<file path="config.mk">
export PLATFORM = sky130hd
export DESIGN_NAME = signed_value_to_seven_segment
export DESIGN_NICKNAME = d
export VERILOG_FILES = /design/src/hw/rtl/svsd_pkg.sv /design/src/hw/rtl/signed_value_to_seven_segment.sv /design/src/hw/rtl/svsd_range.sv /design/src/hw/rtl/svsd_scale.sv /design/src/hw/rtl/svsd_digit_cell.sv /design/src/hw/rtl/svsd_format.sv
export SDC_FILE = /design/constraint.sdc
export NUM_CORES = 1
export LEC_CHECK = 0
export BUFFER_PORTS_ARGS = -buffer_cell sky130_fd_sc_hd__buf_4
export CAP_MARGIN = 20
export CORE_UTILIZATION = 45
export DETAILED_ROUTE_END_ITERATION = 8
export PLACE_DENSITY = 0.69
export SETUP_SLACK_MARGIN = 0.15
export SYNTH_ARGS = -nofsm -noshare
export SYNTH_HDL_FRONTEND = slang
export SYNTH_SLANG_ARGS = --single-unit
</file>
<file path="constraint.sdc">
create_clock -name clk -period 8.3 [get_ports clk]
set_clock_uncertainty 0.1 [all_clocks]
set_input_delay 0.415 -clock clk [delete_from_list [all_inputs] [get_ports clk]]
set_output_delay 0.415 -clock clk [all_outputs]
set_load 0.02 [all_outputs]
</file>
<file path="src/hw/rtl/svsd_pkg.sv">
package svsd_pkg;

  localparam logic [7:0] SEG_BLANK = 8'h00;
  localparam logic [7:0] SEG_DASH  = 8'h40;
  localparam logic [7:0] SEG_POINT = 8'h80;

  localparam int DigitCells = 3;

  // range limits on the raw reading
  localparam logic signed [31:0] BIG_POS_MIN   = 32'sd99990;
  localparam logic signed [31:0] SCALE_POS_MIN = 32'sd10000;
  localparam logic signed [31:0] KEEP_MIN      = -32'sd999;
  localparam logic signed [31:0] SCALE_NEG_MIN = -32'sd9989;

  localparam logic [16:0] CLAMP_POS_MAG = 17'd9999;
  localparam logic [16:0] CLAMP_NEG_MAG = 17'd999;

  // reciprocals of ten in 16 fractional bits
  localparam logic [12:0] RECIP_SCALE = 13'd6553;
  localparam logic [12:0] RECIP_DIGIT = 13'd6554;

  typedef struct packed {
    logic               channel;
    logic signed [31:0] reading;
  } item_t;

  typedef struct packed {
    logic       group;
    logic [7:0] seg_digit0;
    logic [7:0] seg_digit1;
    logic [7:0] seg_digit2;
    logic [7:0] seg_digit3;
  } result_t;

  typedef struct packed {
    logic        group;
    logic        neg;
    logic        point;
    logic        scale;
    logic [16:0] mag;
  } range_t;

  typedef struct packed {
    logic            group;
    logic            neg;
    logic            point;
    logic [13:0]     rest;
    logic [2:0][3:0] digits;
  } digit_pipe_t;

  function automatic logic [7:0] seg_code(input logic [3:0] d);
    logic [7:0] code;
    unique case (d)
      4'd0:    code = 8'h3F;
      4'd1:    code = 8'h06;
      4'd2:    code = 8'h5B;
      4'd3:    code = 8'h4F;
      4'd4:    code = 8'h66;
      4'd5:    code = 8'h6D;
      4'd6:    code = 8'h7D;
      4'd7:    code = 8'h07;
      4'd8:    code = 8'h7F;
      4'd9:    code = 8'h6F;
      default: code = SEG_BLANK;
    endcase
    return code;
  endfunction

endpackage

</file>
<file path="src/hw/rtl/signed_value_to_seven_segment.sv">
// signed reading (tenths) to four seven-segment bytes for one of two groups
//
// item channel: item_valid / item_ready / item (channel, reading)
// result channel: result_valid / result_ready / result (group, seg_digit0..3,
//   seg_digit0 leftmost, bits 0-6 segments a-g, bit 7 decimal point)
//
// six register stages: range select and abs, divide-by-ten for scaled
// values, three digit cells that each peel off one decimal digit, and the
// segment formatter whose register drives the result port
// throughput: one transaction per cycle while result_ready is high,
// set by one register per cell
// each stage holds its own valid bit and is ready when empty or draining, so
// a waiting result does not block new items while upstream stages have room
// a stalled receiver fills the chain; after six held items item_ready drops
// synchronous reset clears all valid bits; payload registers are not reset
module signed_value_to_seven_segment (
  input  logic               clk,
  input  logic               rst,
  input  logic               item_valid,
  output logic               item_ready,
  input  svsd_pkg::item_t    item,
  output logic               result_valid,
  input  logic               result_ready,
  output svsd_pkg::result_t  result
);
  import svsd_pkg::*;

  range_t      range_stage;
  logic        range_valid;
  logic        range_ready;

  digit_pipe_t pipe_stage [DigitCells+1];
  logic        pipe_valid [DigitCells+1];
  logic        pipe_ready [DigitCells+1];

  svsd_range u_range (
    .clk       (clk),
    .rst       (rst),
    .in_valid  (item_valid),
    .in_ready  (item_ready),
    .in_item   (item),
    .out_valid (range_valid),
    .out_ready (range_ready),
    .out_stage (range_stage)
  );

  svsd_scale u_scale (
    .clk       (clk),
    .rst       (rst),
    .in_valid  (range_valid),
    .in_ready  (range_ready),
    .in_stage  (range_stage),
    .out_valid (pipe_valid[0]),
    .out_ready (pipe_ready[0]),
    .out_stage (pipe_stage[0])
  );

  for (genvar i = 0; i < DigitCells; i++) begin : g_cell
    svsd_digit_cell u_cell (
      .clk       (clk),
      .rst       (rst),
      .in_valid  (pipe_valid[i]),
      .in_ready  (pipe_ready[i]),
      .in_stage  (pipe_stage[i]),
      .out_valid (pipe_valid[i+1]),
      .out_ready (pipe_ready[i+1]),
      .out_stage (pipe_stage[i+1])
    );
  end

  svsd_format u_format (
    .clk        (clk),
    .rst        (rst),
    .in_valid   (pipe_valid[DigitCells]),
    .in_ready   (pipe_ready[DigitCells]),
    .in_stage   (pipe_stage[DigitCells]),
    .out_valid  (result_valid),
    .out_ready  (result_ready),
    .out_result (result)
  );

endmodule

</file>
<file path="src/hw/rtl/svsd_range.sv">
module svsd_range (
  input  logic              clk,
  input  logic              rst,
  input  logic              in_valid,
  output logic              in_ready,
  input  svsd_pkg::item_t   in_item,
  output logic              out_valid,
  input  logic              out_ready,
  output svsd_pkg::range_t  out_stage
);
  import svsd_pkg::*;

  range_t      stage_next;
  logic [31:0] neg_reading;

  assign in_ready = !out_valid || out_ready;

  always_comb begin
    neg_reading      = 32'd0 - 32'(in_item.reading);
    stage_next       = '0;
    stage_next.group = in_item.channel;
    if (in_item.reading >= BIG_POS_MIN) begin
      stage_next.mag = CLAMP_POS_MAG;
    end else if (in_item.reading >= SCALE_POS_MIN) begin
      stage_next.scale = 1'b1;
      stage_next.mag   = in_item.reading[16:0];
    end else if (in_item.reading >= KEEP_MIN) begin
      stage_next.point = 1'b1;
      stage_next.neg   = in_item.reading[31];
      stage_next.mag   = in_item.reading[31] ? neg_reading[16:0] : in_item.reading[16:0];
    end else if (in_item.reading >= SCALE_NEG_MIN) begin
      stage_next.scale = 1'b1;
      stage_next.neg   = 1'b1;
      stage_next.mag   = neg_reading[16:0];
    end else begin
      stage_next.neg = 1'b1;
      stage_next.mag = CLAMP_NEG_MAG;
    end
  end

  always_ff @(posedge clk) begin
    if (rst) begin
      out_valid <= 1'b0;
    end else if (in_ready) begin
      out_valid <= in_valid;
    end
  end

  always_ff @(posedge clk) begin
    if (in_valid && in_ready) begin
      out_stage <= stage_next;
    end
  end

`ifndef SYNTHESIS
  assert property (@(posedge clk) disable iff (rst)
    out_valid && out_stage.point |->
      !out_stage.scale && out_stage.mag <= (out_stage.neg ? 17'd999 : 17'd9999))
    else $error("kept value outside the one-decimal range");
`endif

endmodule

</file>
<file path="src/hw/rtl/svsd_scale.sv">
module svsd_scale (
  input  logic                   clk,
  input  logic                   rst,
  input  logic                   in_valid,
  output logic                   in_ready,
  input  svsd_pkg::range_t       in_stage,
  output logic                   out_valid,
  input  logic                   out_ready,
  output svsd_pkg::digit_pipe_t  out_stage
);
  import svsd_pkg::*;

  digit_pipe_t stage_next;
  logic [29:0] prod;
  logic [13:0] quot;
  logic [16:0] rem;

  assign in_ready = !out_valid || out_ready;

  // estimate is low by at most one, fixed by one compare and increment
  always_comb begin
    prod = 30'(in_stage.mag) * 30'(RECIP_SCALE);
    quot = prod[29:16];
    rem  = in_stage.mag - ({3'd0, quot} << 3) - ({3'd0, quot} << 1);
    stage_next        = '0;
    stage_next.group  = in_stage.group;
    stage_next.neg    = in_stage.neg;
    stage_next.point  = in_stage.point;
    if (in_stage.scale) begin
      stage_next.rest = (rem >= 17'd10) ? quot + 14'd1 : quot;
    end else begin
      stage_next.rest = in_stage.mag[13:0];
    end
  end

  always_ff @(posedge clk) begin
    if (rst) begin
      out_valid <= 1'b0;
    end else if (in_ready) begin
      out_valid <= in_valid;
    end
  end

  always_ff @(posedge clk) begin
    if (in_valid && in_ready) begin
      out_stage <= stage_next;
    end
  end

`ifndef SYNTHESIS
  assert property (@(posedge clk) disable iff (rst)
    out_valid |-> out_stage.rest <= 14'd9999)
    else $error("magnitude exceeds four digits");
  assert property (@(posedge clk) disable iff (rst)
    out_valid && out_stage.neg |-> out_stage.rest <= 14'd999)
    else $error("negative magnitude exceeds three digits");
`endif

endmodule

</file>
<file path="src/hw/rtl/svsd_digit_cell.sv">
module svsd_digit_cell (
  input  logic                   clk,
  input  logic                   rst,
  input  logic                   in_valid,
  output logic                   in_ready,
  input  svsd_pkg::digit_pipe_t  in_stage,
  output logic                   out_valid,
  input  logic                   out_ready,
  output svsd_pkg::digit_pipe_t  out_stage
);
  import svsd_pkg::*;

  digit_pipe_t stage_next;
  logic [26:0] prod;
  logic [13:0] quot;
  logic [13:0] rem;

  assign in_ready = !out_valid || out_ready;

  // exact for rest up to 9999
  always_comb begin
    prod = 27'(in_stage.rest) * 27'(RECIP_DIGIT);
    quot = {3'd0, prod[26:16]};
    rem  = in_stage.rest - (quot << 3) - (quot << 1);
    stage_next        = in_stage;
    stage_next.rest   = quot;
    // new digit enters at the top, older ones shift down
    stage_next.digits = {rem[3:0], in_stage.digits[2:1]};
  end

  always_ff @(posedge clk) begin
    if (rst) begin
      out_valid <= 1'b0;
    end else if (in_ready) begin
      out_valid <= in_valid;
    end
  end

  always_ff @(posedge clk) begin
    if (in_valid && in_ready) begin
      out_stage <= stage_next;
    end
  end

`ifndef SYNTHESIS
  assert property (@(posedge clk) disable iff (rst)
    out_valid |-> out_stage.digits[2] <= 4'd9)
    else $error("extracted digit out of range");
  assert property (@(posedge clk) disable iff (rst)
    out_valid |-> out_stage.rest <= 14'd999)
    else $error("quotient did not shrink");
`endif

endmodule

</file>
<file path="src/hw/rtl/svsd_format.sv">
module svsd_format (
  input  logic                   clk,
  input  logic                   rst,
  input  logic                   in_valid,
  output logic                   in_ready,
  input  svsd_pkg::digit_pipe_t  in_stage,
  output logic                   out_valid,
  input  logic                   out_ready,
  output svsd_pkg::result_t      out_result
);
  import svsd_pkg::*;

  result_t    result_next;
  logic [3:0] d0;
  logic [3:0] d1;
  logic [3:0] d2;
  logic [3:0] d3;
  logic       has_d1;
  logic       has_d2;
  logic       has_d3;

  assign in_ready = !out_valid || out_ready;

  always_comb begin
    d0     = in_stage.digits[0];
    d1     = in_stage.digits[1];
    d2     = in_stage.digits[2];
    d3     = in_stage.rest[3:0];
    has_d3 = d3 != 4'd0;
    has_d2 = has_d3 || d2 != 4'd0;
    has_d1 = has_d2 || d1 != 4'd0;
    result_next       = '0;
    result_next.group = in_stage.group;
    result_next.seg_digit3 = seg_code(d0);
    if (!has_d1) begin
      // below ten tenths: leading zero with point
      result_next.seg_digit1 = in_stage.neg ? SEG_DASH : SEG_BLANK;
      result_next.seg_digit2 = seg_code(4'd0) | SEG_POINT;
    end else begin
      result_next.seg_digit2 = seg_code(d1) | (in_stage.point ? SEG_POINT : SEG_BLANK);
      if (has_d2) begin
        result_next.seg_digit1 = seg_code(d2);
      end else begin
        result_next.seg_digit1 = in_stage.neg ? SEG_DASH : SEG_BLANK;
      end
      if (has_d3) begin
        result_next.seg_digit0 = seg_code(d3);
      end else begin
        result_next.seg_digit0 = (has_d2 && in_stage.neg) ? SEG_DASH : SEG_BLANK;
      end
    end
  end

  always_ff @(posedge clk) begin
    if (rst) begin
      out_valid <= 1'b0;
    end else if (in_ready) begin
      out_valid <= in_valid;
    end
  end

  always_ff @(posedge clk) begin
    if (in_valid && in_ready) begin
      out_result <= result_next;
    end
  end

`ifndef SYNTHESIS
  assert property (@(posedge clk) disable iff (rst)
    out_valid |-> out_result.seg_digit3 != SEG_BLANK && !out_result.seg_digit3[7])
    else $error("rightmost position lacks a digit");
  assert property (@(posedge clk) disable iff (rst)
    out_valid |-> !out_result.seg_digit0[7] && !out_result.seg_digit1[7])
    else $error("point lit on a leading position");
`endif

endmodule
</file>
-- After elaboration in Yosys (flattened, before gate mapping)
Memories as Yosys holds them, arrays and structs flattened. A register that Yosys moved wholly into a read port is not among the register bits.
Cells that the tools add are included.
- register bits: 133
- memory bits (read-only): 448
- input port bits: 37
- output and inout bits: 35
- memories kept: 4
- $add $sub $neg: 10
- multiply operators: 4
- order comparisons: 5
- multiplexer cells: 20
- bitwise logic cells: 1
- reductions and logical operators: 25
- memory list (memory ; words ; bits a word ; read ports ; clocked after Yosys merged registers in ; wr ports ; line ; RTL):
    (name not given) ; 16 ; 7 ; 1 ; 1 ; 0 ; svsd_pkg.sv:53 ; unique case (d)
    (name not given) ; 16 ; 7 ; 1 ; 1 ; 0 ; svsd_pkg.sv:53 ;
    (name not given) ; 16 ; 7 ; 1 ; 1 ; 0 ; svsd_pkg.sv:53 ;
    (name not given) ; 16 ; 7 ; 1 ; 1 ; 0 ; svsd_pkg.sv:53 ;
- operators with widths (kind ; count):
    $ge A32 B15 Y1 const B ; 2
    $mux W17 ; 3
    $ge A32 B11 Y1 const B ; 1
    $ge A32 B18 Y1 const B ; 1
    $mux W8 ; 4
    $mul A17 B13 Y30 const B ; 1
    $mux W14 ; 2
    $mul A14 B12 Y26 const B ; 1
    $sub A4 B4 Y4 ; 6
    $mul A11 B12 Y23 const B ; 1
    $mul A8 B12 Y19 const B ; 1
    $mux W18 ; 1
    $ge A17 B4 Y1 const B ; 1
    $sub A1 B17 Y17 const A ; 1
    $sub A17 B15 Y17 ; 1
    $sub A17 B17 Y17 ; 1
    $mux W16 ; 1
    $add A14 B1 Y14 const B ; 1
    $mux W7 ; 2
    $mux W4 ; 3
    $reduce_bool A4 Y1 ; 3
    $logic_or A1 B1 Y1 ; 8
    $or A8 B8 Y8 ; 1
    $logic_and A1 B1 Y1 ; 7
    other kinds (3) ; 11

-- Depth between registers and ports, before layout
- depth in word-level cells: 8
- gate-level depth with buffers: 35

-- Cells and area by module
A second synthesis with hierarchy kept.
- cell total of the unflattened synthesis: 2236
- area total of the unflattened synthesis: 22301.4 um2
- by module, submodules not included (module ; instances ; cells an instance ; area each (um2)):
    svsd_scale ; 1 ; 743 ; 6561.3
    svsd_digit_cell at g_cell[2].u_cell ; 1 ; 407 ; 4185.3
    svsd_digit_cell at g_cell[1].u_cell ; 1 ; 381 ; 4063.9
    svsd_digit_cell at g_cell[0].u_cell ; 1 ; 381 ; 4042.6
    svsd_format ; 1 ; 167 ; 1889.3
    svsd_range ; 1 ; 157 ; 1559.0

-- Worst setup path after synthesis
No wires, ideal clock.
- kind: register to register
- from: reg u_range.out_stage[4] (netlist bit)
- to: reg u_scale.out_stage[21] (netlist bit), data pin
- arrival time: 8.060 ns
- required time: 7.934 ns
- path slack: -0.126 ns
- cell stages (with the launch flop): 30
- path buffers: 1
- path through: edfxtp_1 ha_1 xor2_1 ha_1 fa_1 fa_1 inv_1 fa_1 inv_1 ha_1 a21o_1 a21oi_1 o22ai_2 or3_4 xor2_1 fa_1 inv_1 ha_1 and2_1 buf_2 a21oi_1 nor2_1 o41ai_1 mux2_2 a311oi_1 nand4_1 nor4b_2 o2111ai_2 nand4_1 or3b_1
- RTL lines (what ; line ; RTL):
    start, declared ; svsd_range.sv:9 ; output svsd_pkg::range_t out_stage
    start signal, assigned ; svsd_range.sv:51 ; out_stage <= stage_next;
    end signal, assigned ; svsd_scale.sv:46 ; out_stage <= stage_next;
    end, declared ; svsd_scale.sv:9 ; output svsd_pkg::digit_pipe_t out_stage

==> run_results.csv <==
group,metric,value,unit
clock_tree,clock_latency,0.44,ns
cells_and_area,final_common_cell,"ha_1",
cells_and_area,final_util,0.539,
timing,period_minus_slack,8.06,ns
cells_and_area,antenna_cells,0,
routing,detail-route-antenna-nets,0,
setup_path,crit_top_cell,"fa_1",
timing,setup_violations,0,
cells_and_area,n_fill_cell,3353,
clock_tree,cts_tree,"yes",
setup_path,slowest_delay,0.54,ns
timing,slew_headroom,0.333,
cells_and_area,nets,2467,
synth,syn_area,0.0180,sq mm
timing,setup_ws,0.245,ns
global_routing,gr-usage-met1,0.229,
setup_path,rrSetupSlack,0.24,ns
clock_tree,clk_pin_slew_worst_paths,0.07,ns
routing,drcViolationCount,0,
cells_and_area,layout-drive-gt1-share,0.160,
place,globalplace.congestion,0.870,
synth,synth_edf_count,124,
clock_tree,cts.sink_count,151,
global_routing,use_met3,0.0337,
cells_and_area,syn2layout_area_growth,17.0,%
clock_tree,max-clock-path-buffers,2,
routing,viasPerCell,5.24,
timing,final_hold_viol_count,0,
synth,ys_ff_latch,151,
timing,worst_pin_slew,0.997,ns
routing,first_iter_violations,624,
floorplan,die_h,202,um
synth,synth_ff_type,"edfxtp_1",
setup_path,start_kind,"flip-flop",
clock_tree,numCtsBuffers,17,
setup_path,cp_slowest_cell,"fa_1",
cells_and_area,regArea,0.00426,sq mm
synth,avgSynthCellArea,10.3,sq um
routing,firstDrtPassIters,5,
global_routing,grt.busiest_layer,"met2",
global_routing,grt_start_max_net_pins,31,
cells_and_area,final_cell_mix,"338 x ha_1, 322 x inv_1, 157 x fa_1",
setup_path,arrival,8.25,ns
floorplan,io_pins,72,
global_routing,grt_overflow_total,0,
synth,ys_seq_area_frac,0.237,
synth,yosysUniqueCellTypes,92,
global_routing,track_usage,0.196,
setup_path,path_class,"reg -> reg",
synth,syn_inst,1741,
setup_path,cp-end-kind,"flip-flop",
flow_run,maxCapViolations,0,
global_routing,grt_pass1_wl,64500,um
setup_path,critPathRequiredTime,8.49,ns
global_routing,antenna_found_initial,0,
floorplan,die-area,0.0408,sq mm
clock_tree,hold_buffers,0,
timing,tns,0,ns
routing,vias,12720,
synth,async_flop_share,0,
timing,slew_viol_final,0,
routing,wire_per_inst,15.9,um
routing,routed_wl,38600,um
hold_path,hold_path.class,"in -> reg",
synth,yosys_warnings,0,
global_routing,grt_pass1_vias,13385,
setup_path,critPathMaxFanout,14,
place,port_buffers,68,
outcome,status,"completed",
floorplan,die_w,202,um
timing,max_freq,0.124,GHz
setup_path,crit_family,"adder cells",
timing,fin_crit_sh,0.971,
clock_tree,h-tree-depth,4,
floorplan,placementRows,72,
floorplan,start_util,0.461,
global_routing,use_met2,0.360,
clock_tree,root_buffer,"clkbuf_16",
floorplan,core_area,0.0390,sq mm
cells_and_area,multiInputGateArea,0.0130,sq mm
timing,rsz0062_at_grt,"yes",
place,dp_slack,-0.158,ns
place,hpwl,31900,um
setup_path,worst-path-buf-inv,7,
==> worst reg2reg max path: cells and delay by family (launching register included) <==
family | cells | cell delay [ns]
buffers and inverters | 7 | 0.77
flip-flops | 1 | 0.53
AND/OR/NAND/NOR | 4 | 1.17
AO/OA/AOI/OAI | 10 | 1.98
XOR/XNOR | 2 | 0.31
adder cells (fa/ha/maj) | 8 | 3.03
==> per-stage QoR <==
step,instance area [sq um],std cells,hold slack [ns]
after global routing,21000,2428,0.0475
after detailed placement,19500,2360,0.305
final,21000,2428,0.0553
after CTS,20500,2410,0.0374
after global placement,19500,2360,0.301
after floorplan,18000,1743,0.300
==> repair_timing <==
item,in CTS,in global routing
pin swaps,27,65
endpoints found under the setup margin,14,14
buffers inserted,17,16
gates cloned,1,0
resized for setup,47,61
==> area by class of cell <==
| type | count | area share |
|---|---|---|
| Multi-Input combinational cell | 1231 | 0.616 |
| Sequential cell | 151 | 0.203 |
| Timing Repair Buffer | 162 | 0.0627 |
| Inverter | 334 | 0.0597 |
| Tap cell | 518 | 0.0308 |
| Clock buffer | 18 | 0.0209 |
| Clock inverter | 14 | 0.00732 |
==> cells by family after synthesis <==
| kind of cell | after synthesis | synth area share |
|---|---|---|
| other | 1 | 0.000209 |
| DFF | 151 | 0.237 |
| and+or+nand+nor | 332 | 0.0933 |
| buffers and inverters | 361 | 0.0769 |
| AOI/OAI and AO/OA | 261 | 0.100 |
| adders and majority gates | 533 | 0.437 |
| muxes | 21 | 0.0135 |
| xor gates and xnor gates | 81 | 0.0421 |
==> cells in the mapped netlist, drive strengths merged, types with 22 or more instances <==
cell | count | area, sq um
ha | 375 | 4690
inv | 332 | 1250
fa | 158 | 3160
edfxtp | 124 | 3720
nand2 | 82 | 315
nor2 | 80 | 300
a21oi | 69 | 345
xnor2 | 48 | 439
o21ai | 40 | 200
xor2 | 31 | 272
a21o | 30 | 225
dfxtp | 27 | 541
nor3 | 27 | 135
and2 | 23 | 144
a31oi | 22 | 138
==> routing by layer <==
metal  up-vias  wire length (um)
met3        67              1550
met1      6143             15800
met2       260             20200
met5         -                 0
li1       6250                 -
met4         0              1060
==> worst paths after layout <==
| check | depth (start not counted) | endpoint | startpoint |
|---|---|---|---|
| hold reg to reg | 0 | g_cell[2].u_cell.out_stage[1]$_DFFE_PP_ | g_cell[1].u_cell.out_stage[5]$_DFFE_PP_ |
| setup / recovery | 31 | u_scale.out_stage[22]$_DFFE_PP_ | u_range.out_stage[3]$_SDFFCE_PP1P_ |
| hold / removal | 1 | u_range.out_stage[20]$_DFFE_PP_ | item[32] |
| setup reg to reg | 31 | u_scale.out_stage[22]$_DFFE_PP_ | u_range.out_stage[3]$_SDFFCE_PP1P_ |
Power is left out: the tool's default activity adds up to more than one toggle a clock period on the data nets, which glitch-free logic cannot reach.
